`src/sv/ktl_ram.sv`:
```
module ktl_ram #(
    parameter int WIDTH = 32,
    parameter int DEPTH = 64
) (
    input  logic                     i_clk,
    input  logic                     i_wr_en,
    input  logic [$clog2(DEPTH)-1:0] i_wr_addr,
    input  logic [WIDTH-1:0]         i_wr_data,
    input  logic                     i_rd_en,
    input  logic [$clog2(DEPTH)-1:0] i_rd_addr,
    output logic [WIDTH-1:0]         o_rd_data
);

    logic [WIDTH-1:0] r_mem [DEPTH];
    logic [WIDTH-1:0] r_rd;

    always_ff @(posedge i_clk) begin
        if (i_wr_en) begin
            r_mem[i_wr_addr] <= i_wr_data;
        end
        if (i_rd_en) begin
            r_rd <= r_mem[i_rd_addr];
        end
    end

    assign o_rd_data = r_rd;

endmodule

```
`config.mk`:
```
export PLATFORM = sky130hd
export DESIGN_NAME = ktl_ram
export DESIGN_NICKNAME = d
export VERILOG_FILES = /design/src/sv/ktl_ram.sv
export SDC_FILE = /design/constraint.sdc
export NUM_CORES = 2
export LEC_CHECK = 0
export BUFFER_PORTS_ARGS = -buffer_cell sky130_fd_sc_hd__buf_4
export CAP_MARGIN = 20
export CORE_MARGIN = 5
export CORE_UTILIZATION = 35
export DETAILED_ROUTE_END_ITERATION = 7
export GPL_ROUTABILITY_DRIVEN = 0
export PLACE_DENSITY = 0.53
export SYNTH_ARGS = -nofsm -noshare
export SYNTH_HDL_FRONTEND = slang
export SYNTH_SLANG_ARGS = --single-unit
```
`constraint.sdc`:
```
create_clock -name i_clk -period 6.53 [get_ports i_clk]
set_clock_uncertainty 0.05 [all_clocks]
set_input_delay 0.653 -clock i_clk [delete_from_list [all_inputs] [get_ports i_clk]]
set_output_delay 0.653 -clock i_clk [all_outputs]
set_load 0.005 [all_outputs]
```
==> impl_metrics.py <==
metrics = {
    "clock_tree": {
        "clkLatencyLatePin_ns": 0.85,
        "tritoncts": "yes",
        "htreeDepth": 4,
        "cts_hold_buf": 0,
        "cts.reportedPaths.clkPinSlew_ns": 0.06,
        "cts_resized": 0,
        "cts.sinks": 2080,
        "cts_root_buf": "clkbuf_16",
        "numCtsBuffers": 212,
        "cts_buffer_depth": 3,
        "cts_setup_buffers": 0,
    },
    "sta": {
        "max_clock_freq_mhz": 287.2,
        "rsz0062_at_grt": "no",
        "holdWs_ns": 0.3061,
        "finalMaxSlewViolations": 0,
        "fin_setup_tns_ns": 0,
        "relSlewSlack_pct": 27.67,
        "period_share_pct": 53.32,
        "setup_viol_count_final": 0,
        "tightest_slew_ns": 1.082,
        "fin_crit_ns": 3.482,
        "finalHoldViolCount": 0,
        "setup_slack_ns": 3.048,
    },
    "grt": {
        "grt_usage_pct": 18.39,
        "use_met3_pct": 3.527,
        "grt_max_degree": 84,
        "grt_pass1_wl_um": 305300,
        "antenna_found_initial": 19,
        "use_met2_pct": 29.79,
        "busiest_layer": "met2",
        "grt-ovfl-total": 0,
        "gr-usage-met1_pct": 25.87,
        "first_global_vias": 37505,
    },
    "yosys": {
        "netlist_top_cells_count": "2080 x edfxtp_1, 544 x mux4_2, 137 x nor2_1",
        "yosys.cell_types.count": 33,
        "synth_nets": 3371,
        "synth_warnings": 0,
        "yosysTopAreaCell": "edfxtp_1",
        "ys_seq_area_share_pct": 79.23,
        "synth_top_area_share_pct": 79.23,
        "synthCells": 3324,
        "avgSynthCellArea_um2": 23.72,
        "synth-edff-count": 2080,
        "syn-cell-area_um2": 78840,
        "async_flop_share_pct": 0,
        "synth-main-ff-cell": "edfxtp_1",
        "synth-seq-cells": 2080,
        "synthTopCellsByArea": "edfxtp_1 79%, mux4_2 16%, mux2i_1 1.2%",
        "synth.most_common_cell": "edfxtp_1",
    },
    "drt": {
        "wl_per_cell_um": 32.59,
        "drt_iter0_markers": 4106,
        "ant_nets": 0,
        "post-route-drc-count": 0,
        "drt_wl_total_um": 218900,
        "drt-vias-per-instance": 5.488,
        "drt_first_pass_iters": 5,
        "vias": 36868,
    },
    "worst_setup_path": {
        "r2r.worst_path.cells": 5,
        "path_cells": "buf_8, buf_12, buf_4, mux4_2, mux4_2, o22ai_1, nor2_1",
        "slowest_delay_ns": 0.57,
        "critPathMostFrequentCell": "mux4_2",
        "cp.required_ns": 7.06,
        "path_max_fanout": 57,
        "start_kind": "input port",
        "reg2reg_from": "r_mem[33][10]",
        "critPathKind": "in -> reg",
        "r2r-end": "o_rd_data[10]",
        "end_kind": "flip-flop",
        "cp.arrival_ns": 4.01,
        "r2r_slack_ns": 3.94,
        "crit_slowest_cell": "mux4_2",
    },
    "final_layout": {
        "final_area_um2": 90340,
        "num-fill-cells": 19582,
        "register_area_um2": 62460,
        "multi_input_area_um2": 15970,
        "final_cells": 6718,
        "syn_to_final_growth_pct": 14.60,
        "nNetsFinal": 3596,
        "drive_above_1_share_pct": 29.47,
    },
    "die": {
        "die-area_um2": 234800,
        "fp-row-count": 174,
        "dieHeight_um": 484.6,
        "ios": 79,
        "fp.coreArea_um2": 224500,
        "initial_core_util_pct": 35.12,
        "die_w_um": 484.6,
    },
    "placement": {
        "placed_area_um2": 83800,
        "dp_hpwl_um": 119300,
        "dp.cells": 6326,
        "io_buffers": 78,
        "pre_cts_ws_ns": 2.053,
    },
    "worst_hold_path": {
        "min_path_cells": 1,
        "hold_class": "in -> reg",
        "min_to": "r_mem[37][10]",
        "min_from": "i_wr_data[10]",
    },
    "power_and_ir_drop": {
        "p_per_area_nw_per_um2": 306.6,
        "ir_worst_vdd_v": 0.0002421,
        "power.leakage_uw": 0.02763,
    },
    "outcome": {
        "outcome": "finished, final reports clean",
    },
    "run": {
        "maxCapViolCount": 0,
    },
}
[metrics by stage]
stage | power (uW) | util, %
global route | 28570 | 40.25
global placement | 16540 | 37.32
floorplan | 15840 | -
detailed placement | 16550 | 37.34
CTS | 27950 | 40.24
finish | 27700 | 40.25
[registers in the layout, summed over array words and instances, names as in the netlist]
signal     count
r_mem       2048
o_rd_data     32
[cells in the final DEF (no fill, tap or decap), types with 3 or more instances in the layout]
cell type   netlist  layout
nor3_1            7       5
inv_6             0       5
clkbuf_1         74      38
a21oi_1          62      62
buf_12            0      13
a41o_1            4       4
diode_2           0       3
nor2b_1          15      15
nand2_1          26      25
clkinv_8          0       5
nand3b_1          5       5
nand2b_1          8       7
bufinv_16         0       9
clkbuf_16         0     213
nor2_4            0      62
o22ai_1          84      84
a311oi_1          8       8
edfxtp_1       2080    2080
or3b_2            3       3
or3_1             3       3
clkinv_1          0      60
nand3_1           5       5
o32ai_1           4       4
buf_4            25     176
buf_8             0       3
clkinvlp_4        0       7
mux4_2          544     544
o221ai_1         27      27
mux2i_1          93      93
a22oi_1          12      12
clkinv_2          0      41
clkinv_4          0       5
nor2_1          137      75
and3_1            4       4
clkinv_16         0       3
[power breakdown]
part	total (uW)	leakage, uW	internal [uW]	switching, uW
sequential	14900	0.0187	14800	53.9
clock	11500	0.00318	6340	5120
combinational	1370	0.00571	495	874
[routing by layer]
layer	wire length (um)	vias up	part of all wire, %
met4	4910	6	2.2
met3	14720	276	6.7
li1	-	14764	-
met5	28	-	0.013
met2	105800	1395	48
met1	93450	20427	43
[worst max path at each step]
stage                    end  slack [ns]  depth (start not counted)         start
2_1_floorplan   r_mem[48][0]        2.67                          4  i_wr_addr[3]
3_3_place_gp   o_rd_data[13]        2.05                          7  i_rd_addr[0]
3_5_place_dp   o_rd_data[13]        2.05                          7  i_rd_addr[0]
4_1_cts        o_rd_data[13]        3.00                          7  i_rd_addr[0]
5_1_grt        o_rd_data[13]        2.92                          7  i_rd_addr[0]
6_report       o_rd_data[13]        3.05                          7  i_rd_addr[0]
[cell type report]
cell class	count	area share, %
Antenna cell	3	0.008310
Clock buffer	251	6.058
Clock inverter	137	1.165
Multi-Input combinational cell	1062	17.68
Sequential cell	2080	69.14
Tap cell	2992	4.144
Timing Repair Buffer	193	1.813
[cells by family (layout without fill, tap and decap cells)]
group | after synthesis | in the layout | share of synthesized area [%]
other | 0 | 3 | 0
multiplexers | 637 | 637 | 16.72
flip-flops | 2080 | 2080 | 79.23
AND/OR/NAND/NOR | 223 | 223 | 1.260
buffers and inverters | 182 | 581 | 1.124
AO/OA/AOI/OAI | 202 | 202 | 1.666
[critical path: cells and delay by family]
| family | cells | cell delay, ns |
|---|---|---|
| mux | 2 | 1.10 |
| buf+inv | 3 | 1.39 |
| compound gates | 1 | 0.52 |
| simple gates | 1 | 0.14 |
Power figures use the tool's default switching activity.
