**config.mk**
```make
export PLATFORM = sky130hd
export DESIGN_NAME = ktl_blend
export DESIGN_NICKNAME = d
export VERILOG_FILES = /design/src/sv/ktl_pkg.sv /design/src/sv/ktl_blend.sv
export SDC_FILE = /design/constraint.sdc
export NUM_CORES = 1
export LEC_CHECK = 0
export ABC_AREA = 1
export BUFFER_PORTS_ARGS = -buffer_cell sky130_fd_sc_hd__clkbuf_2
export CELL_PAD_IN_SITES_DETAIL_PLACEMENT = 1
export CELL_PAD_IN_SITES_GLOBAL_PLACEMENT = 2
export CORE_MARGIN = 2
export CORE_UTILIZATION = 35
export DETAILED_ROUTE_END_ITERATION = 8
export GPL_TIMING_DRIVEN = 0
export PLACE_DENSITY_LB_ADDON = 0.1
export SLEW_MARGIN = 20
export SYNTH_ARGS = -nofsm -noshare
export SYNTH_HDL_FRONTEND = slang
export SYNTH_SLANG_ARGS = --single-unit
```
**constraint.sdc**
```tcl
create_clock -name i_clk -period 8.03 [get_ports i_clk]
set_input_delay 2.409 -clock i_clk [delete_from_list [all_inputs] [get_ports i_clk]]
set_output_delay 2.409 -clock i_clk [all_outputs]
set_load 0.005 [all_outputs]
```
**src/sv/ktl_pkg.sv**
```systemverilog
package ktl_pkg;

    localparam int KEYS_DEF  = 64;

    localparam int SLOT_W    = 6;
    localparam int TIME_W    = 32;
    localparam int VEC_W     = 32;
    localparam int FRAC_W    = 16;
    localparam int CNT_W     = 7;
    localparam int STAT_W    = 2;
    localparam int WORD_W    = TIME_W + 3 * VEC_W;
    localparam int S_TDATA_W = 168;
    localparam int M_TDATA_W = 96;
    localparam int DIV_CNT_W = $clog2(FRAC_W + 1);

    localparam logic FUNC_LOAD  = 1'b0;
    localparam logic FUNC_QUERY = 1'b1;

    localparam logic [STAT_W-1:0] LS_INTERP = 2'd0;
    localparam logic [STAT_W-1:0] LS_BEFORE = 2'd1;
    localparam logic [STAT_W-1:0] LS_AFTER  = 2'd2;
    localparam logic [STAT_W-1:0] LS_EMPTY  = 2'd3;

    typedef enum logic [2:0] {
        ST_IDLE,
        ST_SCAN,
        ST_DIV,
        ST_DIVW,
        ST_SUB,
        ST_MUL,
        ST_ADD,
        ST_DONE
    } t_state;

    typedef struct packed {
        logic ld_d;
        logic ld_p;
    } t_blend_ctl;

endpackage

```
**src/sv/ktl_blend.sv**
```systemverilog
module ktl_blend (
    input  logic                       i_clk,
    input  ktl_pkg::t_blend_ctl        i_ctl,
    input  logic [ktl_pkg::VEC_W-1:0]  i_a,
    input  logic [ktl_pkg::VEC_W-1:0]  i_b,
    input  logic [ktl_pkg::FRAC_W-1:0] i_frac,
    output logic [ktl_pkg::VEC_W-1:0]  o_res
);

    import ktl_pkg::*;

    localparam int D_W = VEC_W + 1;
    localparam int P_W = D_W + FRAC_W + 1;

    logic signed [D_W-1:0]    r_d;
    logic signed [P_W-1:0]    r_p;
    logic signed [FRAC_W:0]   frac_s;

    assign frac_s = signed'({1'b0, i_frac});

    always_ff @(posedge i_clk) begin
        if (i_ctl.ld_d) begin
            r_d <= signed'({i_b[VEC_W-1], i_b}) - signed'({i_a[VEC_W-1], i_a});
        end
        if (i_ctl.ld_p) begin
            r_p <= r_d * frac_s;
        end
    end

    // floor shift of the product, low word only
    assign o_res = i_a + r_p[FRAC_W+VEC_W-1:FRAC_W];

endmodule

```
==> flow_metrics.py <==
metrics = {
    "status": {
        "status": "finished, final reports clean",
    },
    "hold_path": {
        "hp-start": "r_d[32]",
        "holdPathStages": 8,
        "worstHoldPathType": "flip-flop to flip-flop",
    },
    "worst_setup_path": {
        "path_max_fanout": 10,
        "r2r_cells": 24,
        "critPathRequiredTime_ns": 8.11,
        "rr_startpoint": "r_d[11]",
        "crit_arrival_ns": 8.02,
        "cp-end-kind": "flip-flop",
        "path_class": "primary input to flip-flop",
        "crit_path_start": "i_frac[11]",
        "start_kind": "primary input",
    },
    "synth": {
        "async_flop_share_pct": 0,
        "ys_ff_latch": 65,
        "yosysMostFrequentCell": "inv_1",
        "yosys.area.top_type_share_pct": 38.5,
        "syn-instance-count": 3518,
        "dominantRegCellSynth": "edfxtp_1",
        "syn_avg_cell_area_um2": 7.26,
        "postSynthNetCount": 4267,
        "synth_top_cell_by_area": "fa_1",
        "synth_cell_types": 39,
        "syn_area_mm2": 0.0255,
        "synth_edf_count": 65,
        "synth_area_leaders": "fa_1 38%, inv_1 15%, nand2_1 15%",
        "synth_common_cells": "1024 x inv_1, 1015 x nand2_1, 491 x fa_1",
        "ys_seq_area_share_pct": 7.64,
        "ys_warn_count": 0,
    },
    "finish": {
        "area_delta_synth_final_pct": 10.4,
        "drive_above_1_share_pct": 7.29,
        "final_area_mm2": 0.0282,
        "diodes": 0,
        "nFillCells": 9202,
        "fin_nets": 4378,
    },
    "global_routing": {
        "grt_usage_pct": 28.2,
        "grt_pass1_vias": 24800,
        "antenna_found_initial": 1,
        "grt_start_max_net_pins": 34,
        "gr-total-overflow": 0,
        "grt_pass1_wl_mm": 156,
    },
    "clock_network": {
        "clock_path_buffers": 2,
        "clkTransAtPathRegs_ns": 0.06,
        "cts_tree": "done",
        "clk_root_buffer_cell": "clkbuf_16",
        "clk_latency_ns": 0.35,
        "cts-buffers-inserted": 9,
        "cts.sinks": 65,
        "htreeDepth": 3,
    },
    "sta": {
        "rsz0062_at_grt": "true",
        "hold_ws_ns": 1.62,
        "worst_slack_ns": 0.0883,
        "fin_skew_ns": 0.0141,
        "max_freq_mhz": 126,
        "fin_crit_sh_pct": 98.9,
        "hold_viol_final": 0,
        "layout_min_cycle_time_ns": 7.94,
        "finalSetupViolCount": 0,
        "slew_viol_final": 0,
        "tightest_slew_ns": 1.06,
        "timing.slew.headroom_pct": 29.5,
    },
    "floorplan": {
        "dieArea_mm2": 0.0752,
        "core_area_mm2": 0.0726,
        "start_util_pct": 35.2,
        "ioPinCount": 115,
        "die_x_um": 274,
        "die_y_um": 274,
        "std_cell_rows": 99,
    },
    "place": {
        "dp_hpwl_mm": 91.6,
        "gp_congestion": 0.903,
        "dp_slack_ns": -1.59,
        "postPlaceCellArea_mm2": 0.0272,
        "port-buffer-count": 100,
    },
    "detailed_routing": {
        "drtPass1Iterations": 6,
        "ant_nets": 0,
        "drc_errors": 0,
        "drtIter0Drc": 1153,
        "vias_per_cell": 4.87,
        "routed_wl_mm": 103,
        "wire_per_inst_um": 22.4,
        "vias": 22400,
    },
    "job": {
        "cap_violations": 0,
    },
}
## per-layer routing
layer	wire (um)	vias to the layer above	global-route usage [%]	share of wire (%)
met5	13	-	0	0.013
met1	46600	11500	38.0	45
li1	-	10300	-	-
met4	2970	2	7.07	2.9
met2	50300	399	49.1	49
met3	2920	110	1.69	2.8
## cell type report
class                      instances  area [um2]  area share (%)
buffer                           124         880            3.12
timing repair buffer             102         515            1.83
multi-input combinational       2297       19500            69.0
clock buffer                       9         225           0.799
sequential                        65        1950            6.92
clock inverter                     7         100           0.355
inverter                        1030        3870            13.7
tap                              959        1200            4.25
## per-stage QoR
stage	TNS [ns]	cells	util, %
after floorplan	0	3518	-
after global placement	-39.93	4577	37.5
after detailed placement	-36.59	4577	37.5
after CTS	0	4593	38.7
after global routing	-0.200	4593	38.9
final	0	4593	38.9
## layout by cell type, fill, tap and decap left out, types with 4 or more instances in the layout
cell type,synthesis,layout
inv_1,1024,1021
clkbuf_8,0,25
o21bai_1,23,21
nor2_1,148,136
xor2_1,51,51
nor2_2,3,11
nand3_1,95,95
nor3_1,16,12
ha_2,0,12
ha_1,175,163
clkbuf_1,126,70
o21ai_0,54,52
clkbuf_2,0,106
a21oi_2,3,11
nor3_2,3,7
nand4_1,19,19
nand3b_1,8,8
nand2_2,4,13
clkbuf_16,0,11
edfxtp_1,65,65
xnor2_1,12,12
a31oi_1,4,4
inv_2,6,9
fa_2,0,7
a21oi_1,116,105
nand2_1,1015,1006
a21o_1,10,10
o21ai_1,6,8
clkbuf_4,0,13
buf_8,0,4
fa_1,491,484
nor2_4,5,9
a21boi_0,7,7
## path summary, 6_finish.rpt
check            end  slack, ns
max reg2reg  r_p[47]       1.01
max          r_p[47]       0.09
min reg2reg  r_p[47]       1.62
min          r_p[47]       1.62
## state kept, by name, indices dropped and copies added (netlist names)
register  cells
r_p          32
r_d          33
## logic make-up after synthesis
group           share of synthesized area (%)
compound gates                           5.20
simple gates                             21.0
fa+ha+maj                                47.0
buf+inv                                  17.0
xor+xnor                                 2.16
flops                                    7.64
## worst max-delay path, cell delays in order
cell and delay (ns):
clkbuf_4 0.27, clkbuf_8 0.26, nand2_1 0.11, fa_1 0.57
inv_1 0.06, fa_1 0.51, fa_1 0.58, fa_1 0.47
fa_1 0.49, inv_1 0.05, fa_1 0.51, inv_1 0.05
ha_1 0.37, a21oi_2 0.29, o21ai_0 0.21, a21oi_1 0.24
nand2_1 0.11, nand2_1 0.07, nand3_1 0.13, nand3_1 0.12
nand2_2 0.11
## timing repair
item | in CTS | in global routing
setup buffers | 2 | 0
hold buffers | 0 | 0
endpoints found under the setup margin | 32 | 23
pin swaps | 2 | 3
resized for setup | 157 | 55
Power is not shown: default switching activity piles up to over one toggle a cycle in this logic, so the estimate is an artifact.
