`config.mk`:
```
export PLATFORM = sky130hd
export DESIGN_NAME = ktl_div
export DESIGN_NICKNAME = d
export VERILOG_FILES = /design/src/sv/ktl_pkg.sv /design/src/sv/ktl_div.sv
export SDC_FILE = /design/constraint.sdc
export NUM_CORES = 1
export LEC_CHECK = 0
export BUFFER_PORTS_ARGS = -buffer_cell sky130_fd_sc_hd__buf_2
export CAP_MARGIN = 20
export CORE_AREA = 5 5 140 142
export CTS_CLUSTER_SIZE = 28
export DETAILED_ROUTE_END_ITERATION = 8
export DIE_AREA = 0 0 145 147
export GPL_TIMING_DRIVEN = 0
export PLACE_DENSITY = 0.5
export SLEW_MARGIN = 25
export SYNTH_ARGS = -nofsm -noshare
export SYNTH_HDL_FRONTEND = slang
export SYNTH_SLANG_ARGS = --single-unit
```
`constraint.sdc`:
```
create_clock -name i_clk -period 5.43 [get_ports i_clk]
set_clock_uncertainty 0.1 [all_clocks]
set_input_delay 0.2715 -clock i_clk [delete_from_list [all_inputs] [get_ports i_clk]]
set_output_delay 0.2715 -clock i_clk [all_outputs]
set_load 0.03 [all_outputs]
```
`src/sv/ktl_pkg.sv`:
```
package ktl_pkg;

    localparam int KEYS_DEF  = 64;

    localparam int SLOT_W    = 6;
    localparam int TIME_W    = 32;
    localparam int VEC_W     = 32;
    localparam int FRAC_W    = 16;
    localparam int CNT_W     = 7;
    localparam int STAT_W    = 2;
    localparam int WORD_W    = TIME_W + 3 * VEC_W;
    localparam int S_TDATA_W = 168;
    localparam int M_TDATA_W = 96;
    localparam int DIV_CNT_W = $clog2(FRAC_W + 1);

    localparam logic FUNC_LOAD  = 1'b0;
    localparam logic FUNC_QUERY = 1'b1;

    localparam logic [STAT_W-1:0] LS_INTERP = 2'd0;
    localparam logic [STAT_W-1:0] LS_BEFORE = 2'd1;
    localparam logic [STAT_W-1:0] LS_AFTER  = 2'd2;
    localparam logic [STAT_W-1:0] LS_EMPTY  = 2'd3;

    typedef enum logic [2:0] {
        ST_IDLE,
        ST_SCAN,
        ST_DIV,
        ST_DIVW,
        ST_SUB,
        ST_MUL,
        ST_ADD,
        ST_DONE
    } t_state;

    typedef struct packed {
        logic ld_d;
        logic ld_p;
    } t_blend_ctl;

endpackage

```
`src/sv/ktl_div.sv`:
```
module ktl_div (
    input  logic                       i_clk,
    input  logic                       i_rst_n,
    input  logic                       i_start,
    input  logic [ktl_pkg::TIME_W-1:0] i_num,
    input  logic [ktl_pkg::TIME_W-1:0] i_den,
    output logic                       o_done,
    output logic [ktl_pkg::FRAC_W-1:0] o_quo
);

    import ktl_pkg::*;

    logic [TIME_W-1:0]    r_rem, n_rem;
    logic [TIME_W-1:0]    r_den;
    logic [FRAC_W-1:0]    r_quo, n_quo;
    logic [DIV_CNT_W-1:0] r_cnt;
    logic                 r_busy;
    logic                 r_done;
    logic [TIME_W:0]      sh;
    logic [TIME_W:0]      diff;
    logic                 take;

    // one quotient bit per cycle, numerator below denominator
    assign sh   = {r_rem, 1'b0};
    assign diff = sh - {1'b0, r_den};
    assign take = (sh >= {1'b0, r_den});

    always_comb begin
        n_rem = take ? diff[TIME_W-1:0] : sh[TIME_W-1:0];
        n_quo = {r_quo[FRAC_W-2:0], take};
    end

    always_ff @(posedge i_clk) begin
        if (!i_rst_n) begin
            r_busy <= 1'b0;
            r_done <= 1'b0;
            r_cnt  <= '0;
        end else begin
            r_done <= 1'b0;
            if (i_start) begin
                r_busy <= 1'b1;
                r_cnt  <= DIV_CNT_W'(FRAC_W);
            end else if (r_busy) begin
                r_cnt <= r_cnt - 1'b1;
                if (r_cnt == DIV_CNT_W'(1)) begin
                    r_busy <= 1'b0;
                    r_done <= 1'b1;
                end
            end
        end
    end

    always_ff @(posedge i_clk) begin
        if (i_start) begin
            r_rem <= i_num;
            r_den <= i_den;
            r_quo <= '0;
        end else if (r_busy) begin
            r_rem <= n_rem;
            r_quo <= n_quo;
        end
    end

    assign o_done = r_done;
    assign o_quo  = r_quo;

endmodule

```
==> reports/results.tsv <==
metric	value	unit
Worst Hold Class	in -> reg	
final hold viol count	0	
drt drc	0	
CORE AREA	0.0183	mm²
highest-count cells in the layout ignoring fill and taps	86 x buf_2, 64 x edfxtp_1, 46 x inv_1	
synthesized area	0.00532	mm²
Detail Route Antenna Nets	0	
input/output buffers	83	
crit-path max FO	10	
number of synthesized flops with an enable pin	64	
RD Place Congestion	0.855	
Seq/Total Area, Yosys	0.447	
post-route cell area	0.00667	mm²
Reg2Reg Launch Point	r_rem[0]	
die width	145	µm
Starting Density	0.290	
Max VDD drop	0.216	mV
synth-to-layout area growth	25.2	%
max-cap check violation count	0	
GRT overflow	0	
vias per inst	4.82	
Mapped Nets	625	
ANT cells	0	
unrepaired setup endpoints after global routing	false	
# clock sinks	87	
yosys warns	0	
minimum clock period	3440	ps
Max Transition Viols Final	0	
Arr. time, crit path	3430	ps
Least-Margin Pin Slew	902	ps
final core utilization	0.364	
Clock H-tree levels	3	
drt pass-1 iters	4	
WP data required	5420	ps
max_slew headroom	0.399	
syn avg cell area	10.2	µm²
Ports	84	
first-pass GRT wire length	22500	µm
Clock Tree Buf Depth	2	
Worst R2R End	r_rem[4]	
Async S/R FF share, synth	0	
vias in the first global route	4499	
die area	0.0213	mm²
r2r setup slk	1990	ps
layout cells sized above 1	0.223	
clock latency on the worst-skew pair	360	ps
nets	751	
Final setup viols	0	
DP Area	0.00603	mm²
CTS tree	yes	
Max Freq	0.291	GHz
Synth Register Bits	87	
Most used DFF post-synth	edfxtp_1	
Worst-path clk slew	80	ps
worst hold stages	2	
antenna violations before repair	0	
Detailed Place HPWL	9990	µm
Clock Root Buffer	clkbuf_16	
Setup Fix Bufs, Post-CTS	0	
reg2reg path depth	12	
FP Rows	50	
die height	147	µm
DR WL/cell	15.1	µm
total track usage	0.129	
power per cell area	449	mW/mm²
cells after synthesis	523	
Worst Setup Start Kind	flip-flop	
Leak	2.82	nW
final wirelength	13400	µm
Setup CP Type	reg -> reg	
Hold Path End	r_cnt[4]	
HP Start	i_rst_n	
commonest non-fill, non-tap cell in the layout	buf_2	
CTS buffer count	9	
DR iter-0 viols	229	
Crit. End Element	flip-flop	
status	complete, no violations	
Setup TNS	0	ps
largest net degree at the start of global routing	35	
via count	4277	
synth unique cells	60	
final critical-path share of the clock period	0.634	
[area by class of cell]
cell class / count / area, µm²
fillers: 1894 / 11700
multi-input cells: 370 / 2670
flip-flops and latches: 87 / 2380
repair buffers: 115 / 736
well taps: 234 / 293
clock buffers: 9 / 225
inverters: 46 / 173
plain buffers: 20 / 100
clock inverters: 7 / 88.8
[registers in the layout (all words and copies together) (netlist names)]
signal	cells
o_done	1
r_cnt	5
r_rem	32
r_den	32
o_quo	16
r_busy	1
[cell families (layout without fill, tap and decap cells)]
logic type / count (synthesis) / in the layout / synth area share
AND/OR/NAND/NOR: 139 / 139 / 0.128
AO/OA/AOI/OAI: 123 / 123 / 0.154
flip-flops: 87 / 87 / 0.447
buffers and inverters: 66 / 197 / 0.0512
multiplexers: 42 / 42 / 0.0851
adder cells (fa/ha/maj): 35 / 35 / 0.0837
XOR/XNOR: 31 / 31 / 0.0510
[stage by stage]
step	std cells	power, mW	setup slack [ps]	hold slack (ps)
2_1_floorplan	523	2.04	2470	270
3_3_place_gp	840	2.34	2040	351
3_5_place_dp	840	2.35	1980	350
4_1_cts	888	3.02	1940	47.1
5_1_grt	888	3.25	1770	77.4
6_report	888	3.00	1990	66.7
[worst max path at each step]
stage                     slack, ps         to  cells after the start       from
after detailed placement       1980   r_rem[4]                     12   r_rem[0]
final                          1990   r_rem[4]                     12   r_rem[0]
after CTS                      1940   r_rem[4]                     12   r_rem[0]
after global routing           1770   r_rem[4]                     12   r_rem[9]
after floorplan                2470  r_rem[23]                     10   r_rem[0]
after global placement         2040   r_rem[4]                     12  r_rem[12]
[worst max-delay path: stages, from the launching register on]
cell	delay (ps)
edfxtp_1	420
ha_1	330
nor2b_1	150
o2111a_1	260
o21a_1	240
o2111ai_2	220
o211ai_1	170
a211oi_4	470
buf_6	230
buf_6	170
nor2_1	60
a211oi_1	280
a21oi_1	60
[report_power, final]
group | internal [mW] | leakage [nW] | switching, mW
clock | 0.330 | 0.152 | 0.307
sequential | 0.877 | 0.823 | 0.0621
combinational | 0.641 | 1.85 | 0.779
[routing by layer]
metal,vias to the layer above,wire length [µm],track usage
li1,2148,-,-
met1,2015,6590,0.172
met2,101,5960,0.205
met3,13,679,0.0367
met4,0,180,0.0377
met5,-,0,0
[synthesized netlist by cell type (3+ instances only)]
master    number  area, µm²
nand2_1       42        158
xnor2_1       22        193
a21o_1        11       82.6
nor2_1        37        139
nor2b_1        6       37.5
and3_1         8       50.1
or3_1          4       25.0
dfxtp_1       23        460
nor3_1         4       20.0
mux2_2        26        293
buf_2          3       15.0
buf_1          3       11.3
nand4_1        6       37.5
ha_1          34        425
o21ai_0       30        150
o211ai_1       3       22.5
edfxtp_1      64       1920
a21oi_1       29        145
mux2i_1       16        160
o21ai_1        7       35.0
nand2b_1       6       37.5
clkbuf_1       9       33.8
o21a_1         5       37.5
a211oi_1       8       60.1
inv_1         46        173
xor2_1         9       78.8
o21bai_1       6       45.0
nor4_1         4       25.0
nand3_1       10       50.1
[timing repair]
action,CTS,global route
hold buffers,32,0
endpoints found under the hold margin,32,0
resized for setup,0,0
setup endpoints to repair,0,0
(Power assumes the default switching activity.)
